`config.mk`:
```
export PLATFORM = sky130hd
export DESIGN_NAME = prbl_walk
export DESIGN_NICKNAME = d
export VERILOG_FILES = /design/src/rtl/packed_rgb444_line_and_box_raster_unit_defines.svh /design/src/rtl/prbl_pkg.sv /design/src/rtl/prbl_walk.sv
export SDC_FILE = /design/constraint.sdc
export NUM_CORES = 1
export LEC_CHECK = 0
export BUFFER_PORTS_ARGS = -buffer_cell sky130_fd_sc_hd__buf_2
export CORE_UTILIZATION = 62
export DETAILED_ROUTE_END_ITERATION = 16
export GPL_ROUTABILITY_DRIVEN = 0
export PLACE_DENSITY = 0.93
export SLEW_MARGIN = 20
export SYNTH_ARGS = -nofsm -noshare
export SYNTH_HDL_FRONTEND = slang
export SYNTH_SLANG_ARGS = --single-unit
```
`constraint.sdc`:
```
create_clock -name i_clk -period 5.5 [get_ports i_clk]
set_clock_uncertainty 0.1 [all_clocks]
set_input_delay 0.275 -clock i_clk [delete_from_list [all_inputs] [get_ports i_clk]]
set_output_delay 0.275 -clock i_clk [all_outputs]
set_load 0.01 [all_outputs]
```
`src/rtl/packed_rgb444_line_and_box_raster_unit_defines.svh`:
```
// assertion helpers shared by the raster unit rtl
`ifndef PACKED_RGB444_LINE_AND_BOX_RASTER_UNIT_DEFINES_SVH
`define PACKED_RGB444_LINE_AND_BOX_RASTER_UNIT_DEFINES_SVH

`ifndef SYNTHESIS
`define PRBL_ASSERT_NOW(name, ante, cons) \
    name: assert property (@(posedge i_clk) disable iff (!i_rst_n) (ante) |-> (cons)) \
        else $error("raster unit assertion failed");
`define PRBL_ASSERT_NEXT(name, ante, cons) \
    name: assert property (@(posedge i_clk) disable iff (!i_rst_n) (ante) |=> (cons)) \
        else $error("raster unit assertion failed");
`else
`define PRBL_ASSERT_NOW(name, ante, cons)
`define PRBL_ASSERT_NEXT(name, ante, cons)
`endif

`endif

```
`src/rtl/prbl_pkg.sv`:
```
package prbl_pkg;

    localparam int FRAME_COLUMNS_DEF    = 110;
    localparam int FRAME_ROWS_DEF       = 110;
    localparam int BYTES_PER_COLUMN_DEF = 165;

    localparam int CMD_W   = 3;
    localparam int COORD_W = 7;
    localparam int NIB_W   = 4;
    localparam int RCOL_W  = 7;
    localparam int RROW_W  = 8;
    localparam int DATA_W  = 8;

    localparam logic [CMD_W-1:0] CMD_CLEAR = 3'd0;
    localparam logic [CMD_W-1:0] CMD_PIXEL = 3'd1;
    localparam logic [CMD_W-1:0] CMD_BOX   = 3'd2;
    localparam logic [CMD_W-1:0] CMD_LINE  = 3'd3;
    localparam logic [CMD_W-1:0] CMD_READ  = 3'd4;

    typedef enum logic [3:0] {
        S_CLEAR,
        S_IDLE,
        S_START,
        S_NEXT,
        S_RD,
        S_WR,
        S_RADDR,
        S_RMEM,
        S_RFIN,
        S_DONE
    } t_state;

    typedef enum logic [1:0] {
        W_IDLE,
        W_BOX,
        W_LINE
    } t_walk_state;

    typedef struct packed {
        logic start;
        logic box;
        logic advance;
    } t_walk_ctl;

endpackage

```
`src/rtl/prbl_walk.sv`:
```
module prbl_walk (
    input  logic                          i_clk,
    input  logic                          i_rst_n,
    input  prbl_pkg::t_walk_ctl           i_ctl,
    input  logic [prbl_pkg::COORD_W-1:0]  i_x_start,
    input  logic [prbl_pkg::COORD_W-1:0]  i_y_start,
    input  logic [prbl_pkg::COORD_W-1:0]  i_x_end,
    input  logic [prbl_pkg::COORD_W-1:0]  i_y_end,
    output logic                          o_busy,
    output logic [prbl_pkg::COORD_W-1:0]  o_x,
    output logic [prbl_pkg::COORD_W-1:0]  o_y
);
    import prbl_pkg::*;

    localparam int ERR_W = COORD_W + 3;

    t_walk_state              r_state, n_state;
    logic [COORD_W-1:0]       r_x, n_x;
    logic [COORD_W-1:0]       r_y, n_y;
    logic [COORD_W-1:0]       r_xe, n_xe;
    logic [COORD_W-1:0]       r_ye, n_ye;
    logic [COORD_W-1:0]       r_y0, n_y0;
    logic [COORD_W-1:0]       r_dx, n_dx;
    logic [COORD_W-1:0]       r_dy, n_dy;
    logic                     r_sx_neg, n_sx_neg;
    logic                     r_sy_neg, n_sy_neg;
    logic signed [ERR_W-1:0]  r_err, n_err;

    logic [COORD_W-1:0]       w_dx, w_dy;
    logic [COORD_W-1:0]       w_x_lo, w_x_hi, w_y_lo, w_y_hi;
    logic signed [ERR_W:0]    w_e2, w_dx_s, w_dy_s;
    logic signed [ERR_W-1:0]  w_dx_e, w_dy_e;
    logic                     w_step_x, w_step_y;
    logic [COORD_W:0]         w_x_inc, w_y_inc;

    assign w_dx   = (i_x_end > i_x_start) ? i_x_end - i_x_start : i_x_start - i_x_end;
    assign w_dy   = (i_y_end > i_y_start) ? i_y_end - i_y_start : i_y_start - i_y_end;
    assign w_x_lo = (i_x_start < i_x_end) ? i_x_start : i_x_end;
    assign w_x_hi = (i_x_start < i_x_end) ? i_x_end : i_x_start;
    assign w_y_lo = (i_y_start < i_y_end) ? i_y_start : i_y_end;
    assign w_y_hi = (i_y_start < i_y_end) ? i_y_end : i_y_start;

    // bresenham decision on doubled error
    assign w_e2     = {r_err, 1'b0};
    assign w_dx_s   = $signed((ERR_W+1)'(r_dx));
    assign w_dy_s   = $signed((ERR_W+1)'(r_dy));
    assign w_dx_e   = $signed(ERR_W'(r_dx));
    assign w_dy_e   = $signed(ERR_W'(r_dy));
    assign w_step_x = w_e2 > -w_dy_s;
    assign w_step_y = w_e2 < w_dx_s;

    assign w_x_inc = {1'b0, r_x} + (COORD_W+1)'(1);
    assign w_y_inc = {1'b0, r_y} + (COORD_W+1)'(1);

    always_comb begin
        n_state  = r_state;
        n_x      = r_x;
        n_y      = r_y;
        n_xe     = r_xe;
        n_ye     = r_ye;
        n_y0     = r_y0;
        n_dx     = r_dx;
        n_dy     = r_dy;
        n_sx_neg = r_sx_neg;
        n_sy_neg = r_sy_neg;
        n_err    = r_err;
        if (i_ctl.start) begin
            if (i_ctl.box) begin
                n_x  = w_x_lo;
                n_y  = w_y_lo;
                n_y0 = w_y_lo;
                n_xe = w_x_hi;
                n_ye = w_y_hi;
                // empty box draws nothing
                if (i_x_start == i_x_end || i_y_start == i_y_end) begin
                    n_state = W_IDLE;
                end else begin
                    n_state = W_BOX;
                end
            end else begin
                n_x      = i_x_start;
                n_y      = i_y_start;
                n_xe     = i_x_end;
                n_ye     = i_y_end;
                n_dx     = w_dx;
                n_dy     = w_dy;
                n_sx_neg = !(i_x_start < i_x_end);
                n_sy_neg = !(i_y_start < i_y_end);
                n_err    = $signed(ERR_W'(w_dx)) - $signed(ERR_W'(w_dy));
                n_state  = W_LINE;
            end
        end else if (i_ctl.advance) begin
            case (r_state)
                W_BOX: begin
                    if (w_y_inc == {1'b0, r_ye}) begin
                        n_y = r_y0;
                        if (w_x_inc == {1'b0, r_xe}) begin
                            n_state = W_IDLE;
                        end else begin
                            n_x = w_x_inc[COORD_W-1:0];
                        end
                    end else begin
                        n_y = w_y_inc[COORD_W-1:0];
                    end
                end
                W_LINE: begin
                    if (r_x == r_xe && r_y == r_ye) begin
                        n_state = W_IDLE;
                    end else begin
                        n_err = r_err - (w_step_x ? w_dy_e : '0) + (w_step_y ? w_dx_e : '0);
                        if (w_step_x) begin
                            n_x = r_sx_neg ? r_x - COORD_W'(1) : r_x + COORD_W'(1);
                        end
                        if (w_step_y) begin
                            n_y = r_sy_neg ? r_y - COORD_W'(1) : r_y + COORD_W'(1);
                        end
                    end
                end
                default: begin
                    n_state = W_IDLE;
                end
            endcase
        end
    end

    always_ff @(posedge i_clk) begin
        if (!i_rst_n) begin
            r_state <= W_IDLE;
        end else begin
            r_state <= n_state;
        end
    end

    always_ff @(posedge i_clk) begin
        r_x      <= n_x;
        r_y      <= n_y;
        r_xe     <= n_xe;
        r_ye     <= n_ye;
        r_y0     <= n_y0;
        r_dx     <= n_dx;
        r_dy     <= n_dy;
        r_sx_neg <= n_sx_neg;
        r_sy_neg <= n_sy_neg;
        r_err    <= n_err;
    end

    assign o_busy = (r_state != W_IDLE);
    assign o_x    = r_x;
    assign o_y    = r_y;

endmodule

```
== After elaboration in Yosys (flattened, before gate mapping) ==
Index checks and enable logic that the tools add are counted.

* Magnitude comparators: 6
* Reduce and logical (&&, ||, !) cells: 14
* Equality and inequality tests: 17
* Bitwise operators: 1
* Add/subtract/negate cells: 14
* Muxes and demuxes: 40

{| class="wikitable"
|+ Operator list
! operator !! count
|-
| two-way mux 7 bit || 25
|-
| two-way mux 10 bit || 5
|-
| equality test 7 bit || 4
|-
| case mux 7 bit (2 select lines) || 2
|-
| subtractor 7 bit || 4
|-
| inequality test 3 bit, second input constant || 7
|-
| adder 7 x 1 -> 8 bit, second input constant || 2
|-
| equality test 8 x 7 -> 1 bit || 2
|-
| adder 7 x 1 -> 7 bit, second input constant || 2
|-
| greater-than comparator 7 bit || 2
|-
| < comparator 7 bit || 2
|-
| subtractor 7 x 1 -> 7 bit, second input constant || 2
|-
| two-way mux 2 bit || 6
|-
| AND reduction 4 bit || 3
|-
| greater-than comparator 11 bit || 1
|-
| < comparator 11 x 8 -> 1 bit || 1
|-
| negator 7 -> 11 bit || 1
|-
| adder 10 x 7 -> 10 bit || 1
|-
| subtractor 10 x 7 -> 10 bit || 1
|-
| subtractor 7 x 7 -> 8 bit || 1
|-
| AND reduction 6 bit || 1
|-
| nonzero test 2 bit || 3
|-
| inequality test 2 bit, second input constant || 2
|-
| case mux 2 bit (2 select lines) || 1
|-
| 9 further kinds || 11
|}

* Input port bits: 33
* Bits in registers: 63
* Output and inout bits: 15
* Logic and storage cells: 103

== Logic depth before layout (Yosys ltp) ==
Gate-level depths: netlist (run 1).

* Depth in word-level cells: 9
* Depth in mapped cells: 22
* Depth with buffers taken out: 22

== Least setup slack after synthesis (run 1) ==
No wires, ideal clock.

* Path kind: flip-flop to flip-flop
* Start: reg r_dy[4]
* End: reg r_err[9] (data pin)
* Setup time: 270 ps
* Path buffers: 0
* Required time: 5130 ps
* Stages on the path, launching flop included: 20
* Slack: 914 ps
* Data arrival time: 4216 ps
* Period minus slack after synthesis: 4586 ps
* Cells stage by stage: edfxtp_1 nor4_1 nand2_1 xnor2_1 ha_1 nand4_1 nor3_1 nor2_1 a211oi_1 and2_1 fa_1 inv_1 ha_1 a21o_1 a21o_1 a211oi_1 o21ai_0 a31oi_1 xnor2_1 o21ai_0

* Cells in the longest elaborated chain, start to end: 9

{| class="wikitable"
|+ RTL lines
! element !! RTL line !! RTL
|-
| start, declared || prbl_walk.sv:24 || <nowiki>logic [COORD_W-1:0] r_dy, n_dy;</nowiki>
|-
| start signal, assigned || prbl_walk.sv:141 || <nowiki>r_dy <= n_dy;</nowiki>
|-
| negator 7 -> 11 bit || prbl_walk.sv:49 || <nowiki>assign w_step_x = w_e2 > -w_dy_s;</nowiki>
|-
| greater-than comparator 11 bit || prbl_walk.sv:49 ||
|-
| two-way mux 7 bit (*) || prbl_walk.sv:110 || <nowiki>n_err = r_err - (w_step_x ? w_dy_e : '0) + (w_step_y ? w_dx_e : '0);</nowiki>
|-
| subtractor 10 x 7 -> 10 bit (*) || prbl_walk.sv:110 ||
|-
| adder 10 x 7 -> 10 bit (*) || prbl_walk.sv:110 ||
|-
| two-way mux 10 bit (*) || prbl_walk.sv:107 || <nowiki>if (r_x == r_xe && r_y == r_ye) begin</nowiki>
|-
| two-way mux 10 bit (*) || prbl_walk.sv:93 || <nowiki>case (r_state)</nowiki>
|-
| two-way mux 10 bit (*) || prbl_walk.sv:92 || <nowiki>end else if (i_ctl.advance) begin</nowiki>
|-
| two-way mux 10 bit (*) || prbl_walk.sv:67 || <nowiki>if (i_ctl.start) begin</nowiki>
|-
| net n_err[9] || prbl_walk.sv:27 || <nowiki>logic signed [ERR_W-1:0] r_err, n_err;</nowiki>
|-
| end signal, assigned || prbl_walk.sv:144 || <nowiki>r_err <= n_err;</nowiki>
|-
| end, declared || prbl_walk.sv:27 ||
|}

Mark *: on every way through the listed nets, which the timed path passes. The rest lies on a longest branch. The select of a mux whose other input is x is not followed.
A chain may end at the register's enable or synchronous reset.

== Worst setup path after layout (run 1) ==
Ends and elaborated chain as after synthesis.

==> results of run 1 <==
-- through the flow --
step | std cells | power (mW) | setup slack, ps | utilization [%]
2_1_floorplan | 734 | 1.83 | 914 | -
3_3_place_gp | 903 | 2.09 | 667 | 68.9
3_5_place_dp | 903 | 2.22 | 373 | 68.9
4_1_cts | 918 | 2.64 | 333 | 70.7
5_1_grt | 918 | 2.86 | 34.6 | 70.8
6_report | 918 | 2.68 | 382 | 70.8
-- cell usage after synthesis (4+ instances only) --
library cell	number	area, µm²
o211ai_1	5	37.5
and3_1	7	43.8
nor4b_1	4	35.0
fa_1	14	280
mux2i_1	10	100
o21a_1	4	30.0
nor2_1	36	135
o21ai_0	64	320
xor2_1	24	210
nand4_1	5	31.3
a211oi_1	14	105
and2_1	9	56.3
or3_1	6	37.5
clkbuf_1	12	45.0
ha_1	75	938
nor4_1	4	25.0
nand3_1	13	65.1
edfxtp_1	61	1830
mux2_2	5	56.3
a21o_1	11	82.6
nor3_1	9	45.0
a21oi_1	47	235
inv_1	95	357
nor2b_1	12	75.1
nand2b_1	6	37.5
xnor2_1	46	403
nand2_1	72	270
-- logic make-up (layout without fill, tap and decap cells) --
group / Yosys count / count (layout)
xor+xnor: 70 / 70
compound gates: 180 / 180
mux: 16 / 16
buf+inv: 114 / 165
simple gates: 202 / 202
flops: 63 / 63
fa+ha+maj: 89 / 89
-- report_power, final --
group / switching [mW] / internal, mW / leakage [nW]
registers: 0.0971 / 0.651 / 0.599
clock network: 0.188 / 0.203 / 0.0872
logic: 0.882 / 0.657 / 2.48
total: 1.17 / 1.51 / 3.17
-- layout by cell type (no fill, tap or decap), drive strengths merged, types with 11 or more instances in the layout --
cell and count:
inv 95, ha 75, nand2 72, o21ai 65, edfxtp 61, buf 54
a21oi 49, xnor2 46, nor2 36, xor2 24, a211oi 15, fa 14
nand3 14, nor2b 12, a21o 11
-- flip-flops by register name (all words and copies together), names as in the netlist --
name      count
r_state       2
r_ye          7
r_sx_neg      1
r_xe          7
r_dy          7
r_err        10
r_sy_neg      1
r_dx          7
r_y0          7
o_y           7
o_x           7
-- metal layers --
| metal | wire length, µm | part of all wire [%] | vias to the layer above |
|---|---|---|---|
| met5 | 0 | 0 | - |
| met4 | 868 | 4.9 | 0 |
| met3 | 1750 | 10 | 92 |
| met2 | 8510 | 49 | 434 |
| met1 | 6410 | 37 | 2775 |
| li1 | - | - | 2667 |
-- layout make-up --
class,instances,area (µm²)
multi-input cells,557,4180
fillers,687,2910
flip-flops and latches,63,1870
inverters,96,360
repair buffers,54,288
well taps,133,166
clock buffers,10,128
clock inverters,5,50.0
-- what timing repair did --
| action | in CTS | in global routing |
|---|---|---|
| endpoints found under the hold margin | 0 | 0 |
| gates resized for setup | 0 | 1 |
| endpoints found under the setup margin | 0 | 2 |
-- tightest hold or removal path, stage by stage --
cell     delay, ps
buf_2          110
o21ai_0         70
a21oi_1         50
-- how the worst min path moves through the flow --
stage / cells past startpoint / endpoint / start / slack (ps)
after global placement: 2 / r_state[1] / i_rst_n / 410
after CTS: 2 / r_state[1] / i_rst_n / 50
after floorplan: 0 / r_xe[0] / i_ctl[2] / 290
after global routing: 2 / r_state[1] / i_rst_n / 90
final: 3 / r_state[0] / i_rst_n / 80
after detailed placement: 2 / r_state[1] / i_rst_n / 430
==> impl_metrics.toml, run 1 <==
[run_status]
outcome = "finished, final reports clean"

[setup_path]
rrSetupSlack_ps = 380
crit_path_start_kind = "register"
worst-path-buf-inv = 2
r2r-start = "r_dy[4]"
critPathKind = "register to register"
cp_slowest_cell = "fa_1"
cp.required_ps = 5470
worstSetupEndpointType = "register"
path_max_fanout = 8
critPathMaxStageDelay_ps = 500
rr_endpoint = "r_err[9]"
crit_arrival_ps = 5080
path_delay_family = "compound AO/OA/AOI/OAI gates"
crit_end = "r_err[9]"
cp.depth = 19
r2r_cells = 19
startpoint = "r_dy[4]"
crit_chain = "nor4_2 > nor4b_1 > ha_1 > nand4_1 > a21oi_1 > nor4b_1 > a211oi_1 > buf_4 > and2_1 > fa_1 > inv_1 > ha_1 > a21o_1 > a21o_1 > a211oi_1 > o21ai_0 > a31oi_1 > xnor2_1 > o21ai_0"

[pwr]
ir_worst_vdd_mv = 0.243
power_density_nw_per_um2 = 380
leakage_nw = 3.17

[floorplanning]
die_y_um = 104
core_area_um2 = 9950
initial_core_util_pct = 65.2
io_pins = 48
die_w_um = 104
core.rowCount = 36
die_area_um2 = 10900

[logic_synthesis]
synth_edf_count = 61
yosys_warnings = 0
synth_seq_cells = 63
synth_compound_area_share_pct = 17.7
synth-async-reset-ratio_pct = 0
avgSynthCellArea_um2 = 8.85
synth.mux.area_fraction_pct = 2.58
synth_area_um2 = 6490
ys.flop_type = "edfxtp_1"
synth_top_family_by_area = "adder cells"
synth_xor_area_share_pct = 9.44
seq_area_frac_synth_pct = 28.8
synthCells = 734
synthSimpleGateAreaFrac_pct = 15.8
synth-adder-area-share_pct = 18.8
syn_nets = 856
synth_cell_types = 72

[drt]
vias = 5968
wl_um = 17500
ant_nets = 0
drt_iter0_drc = 636
drc = 0
wl_per_cell_um = 19.1
drtPass1Iterations = 7
viasPerCell = 6.50

[sta]
relSlewSlack_pct = 24.8
tightest_slew_ps = 1130
fin_crit_sh_pct = 93.0
rsz0062_at_grt = "false"
hold_violations = 0
setup_viol_count_final = 0
slew_violations = 0
period_needed_ps = 5120
holdWs_ps = 77.9
setup_tns_ps = 0
clock.fmax_mhz = 195

[place]
dpl.hpwl_um = 13200
port-buffer-count = 47
place_area_um2 = 6860

[global_route]
grt_max_degree = 52
grtUsageTotal_pct = 33.3
antenna_found_initial = 0
use_met2_pct = 56.7
grt_util_met1_pct = 39.9
grt_pass1_vias = 6002
grt_pass1_wl_um = 28800
grt_busiest_layer = "met2"
grt.overflow.total = 0
use_met3_pct = 5.58

[finish]
fin_area_um2 = 7050
nNetsFinal = 903
syn2layout_area_growth_pct = 8.54
antenna_cells = 0
drive_gt1_share_pct = 11.8

[min_path]
hp-class = "input port to register"

[job]
drv_cap = 0

[clock_network]
cts_buffers = 9
h-tree-depth = 3
clockRootBuffer = "clkbuf_8"
ctsHoldBuffers = 0
clk_pin_slew_worst_paths_ps = 70
clk_path_buf_depth = 2
cts_tree = "built"
cts_sinks = 63
insertion_delay_ps = 360
post_cts_buffers = 0
No activity file was read; power rests on OpenSTA's default activity.
==> run 2: changes to the inputs <==
--- a/config.mk
+++ b/config.mk
@@ -5,6 +5,7 @@
 export SDC_FILE = /design/constraint.sdc
 export NUM_CORES = 1
 export LEC_CHECK = 0
+export ABC_AREA = 1
 export BUFFER_PORTS_ARGS = -buffer_cell sky130_fd_sc_hd__buf_2
 export CORE_UTILIZATION = 62
 export DETAILED_ROUTE_END_ITERATION = 16
==> impl_metrics.toml, run 2 <==
[clock_network]
cts_sinks = 63
clk_pin_slew_worst_paths_ps = 80
h-tree-depth = 3
ctsHoldBuffers = 0
insertion_delay_ps = 370
cts_resized = 0
clockRootBuffer = "clkbuf_8"
cts_buffers = 9
post_cts_buffers = 0
cts_tree = "built"
clk_path_buf_depth = 2

[logic_synthesis]
seq_area_frac_synth_pct = 28.3
ys.flop_type = "edfxtp_1"
synthCells = 909
synth-async-reset-ratio_pct = 0
syn_nets = 1031
yosysMostFrequentCell = "nand2_1"
synth_cell_types = 42
synth_area_um2 = 6620
synth_compound_area_share_pct = 14.6
avgSynthCellArea_um2 = 7.29
synth_top_family_by_area = "simple AND/OR/NAND/NOR gates"
synth_edf_count = 61
synth_seq_cells = 63
synth_area_leader_cell = "edfxtp_1"
synthSimpleGateAreaFrac_pct = 22.8
synth-adder-area-share_pct = 18.4
yosys_warnings = 0
synth.top_cell.area_share_pct = 27.7
synth.mux.area_fraction_pct = 0.170
synth.area.top_cells = "edfxtp_1 (28%), ha_1 (14%), nand2_1 (12%)"
synth_xor_area_share_pct = 4.76
synth_common_cells = "nand2_1 (214), inv_1 (173), ha_1 (75)"

[drt]
drtPass1Iterations = 5
drc = 0
vias = 6250
wl_per_cell_um = 14.7
ant_nets = 0
drt_iter0_drc = 495
viasPerCell = 5.70
wl_um = 16100

[setup_path]
path_delay_family = "simple AND/OR/NAND/NOR gates"
r2r_cells = 26
crit_arrival_ps = 5020
critPathKind = "register to register"
worstSetupEndpointType = "register"
crit_path_start_kind = "register"
cp_slowest_cell = "fa_1"
critPathMaxStageDelay_ps = 540
worst-path-buf-inv = 3
cp.depth = 26
cp.required_ps = 5470
path_max_fanout = 8
path_common_cell = "nand2_1"

[global_route]
grt_pass1_wl_um = 26600
grt.overflow.total = 0
grtUsageTotal_pct = 30.5
grt_max_degree = 33
antenna_found_initial = 0
grt_pass1_vias = 5942

[finish]
antenna_cells = 0
final_common_cell = "nand2_1"
regArea_um2 = 1870
regMostFlops = "r_err"
fin_area_um2 = 7200
largest_reg_flops = 10
syn2layout_area_growth_pct = 8.67
multi_input_area_um2 = 4030
nNetsFinal = 1078
most-common-layout-cells = "nand2_1 (214), inv_1 (173), ha_1 (75)"
fillers = 807
final-instance-count-excl-fill = 1097
drive_gt1_share_pct = 8.64
utilization_pct = 69.7

[pwr]
leakage_nw = 3.68
internal_power_mw = 1.49
ir_worst_vdd_mv = 0.181
power_frac_comb_pct = 55.5
switching_power_mw = 1.23
power_density_nw_per_um2 = 379
switching_share_pct = 45.2
pwr-share-seq_pct = 28.0
clkPwrFrac_pct = 16.5

[sta]
rsz0062_at_grt = "false"
relSlewSlack_pct = 22.9
tightest_slew_ps = 1150
setup_viol_count_final = 0
layout_setup_ws_ps = 454
hold_violations = 0
setup_tns_ps = 0
clock.fmax_mhz = 198
fin_crit_sh_pct = 91.7
slew_violations = 0
period_needed_ps = 5050

[place]
dpl.hpwl_um = 12500
dp.cells = 1081
port-buffer-count = 47
dp_slack_ps = 755
place_area_um2 = 6980

[floorplanning]
initial_core_util_pct = 64.1
die_w_um = 105
io_pins = 48
die_y_um = 105
die_area_um2 = 11100
core.rowCount = 37
core_area_um2 = 10300

[min_path]
hp-class = "input port to register"
min_path_cells = 3

[run_status]
outcome = "finished, final reports clean"

[job]
drv_cap = 0
run 2: changes by cell type in the layout (fill, tap and decap cells not counted), sizes merged, moves of 11 or more:
cell,before,now
xnor2,46,6
inv,95,176
a211oi,15,2
nand2,72,219
nor2b,12,1
nor2,36,71
nand3,14,42
run 2: power by group through the flow:
stage / clock network, mW / registers [mW] / logic (mW)
6_report: 0.450 / 0.763 / 1.51
5_1_grt: 0.471 / 0.771 / 1.72
4_1_cts: 0.450 / 0.758 / 1.49
3_5_place_dp: 0 / 0.767 / 1.47
3_3_place_gp: 0 / 0.763 / 1.41
2_1_floorplan: 0 / 0.743 / 1.14
run 2: final cells by class:
type	instances	area share (%)
Clock buffer	10	1.77
Clock inverter	6	1.18
Inverter	177	9.23
Multi-Input combinational cell	656	56.0
Sequential cell	63	26.0
Tap cell	136	2.36
Timing Repair Buffer	49	3.48
run 2: stage by stage:
| stage | hold slack [ps] | total power [mW] |
|---|---|---|
| 4_1_cts | 29.9 | 2.70 |
| 3_3_place_gp | 396 | 2.17 |
| 2_1_floorplan | 287 | 1.89 |
| 5_1_grt | 44.7 | 2.96 |
| 6_report | 32.7 | 2.72 |
| 3_5_place_dp | 393 | 2.23 |
run 2: final timing paths:
path / slack (ps) / endpoint / startpoint
worst min register to register: 410 / r_state[0] / r_state[0]
worst min-delay path: 30 / r_state[0] / i_rst_n
worst max register to register: 450 / r_err[6] / r_dy[2]
worst max-delay path: 450 / r_err[6] / r_dy[2]
run 2: cells by family after synthesis:
kind of cell	count (synthesis)
AOI/OAI and AO/OA	170
xor gates and xnor gates	36
adders and majority gates	89
buffers and inverters	190
DFF	63
muxes	1
and+or+nand+nor	360
run 2: tightest hold or removal path, cell delays in order:
cell     delay, ps
buf_2          110
nand2_1         60
nor2_1          30
run 2: metal layers:
metal / GRT usage, % / part of all wire [%]
met5: 0 / 0
met4: 14.6 / 3.6
met3: 5.26 / 7.8
met2: 51.1 / 47
met1: 38.1 / 41
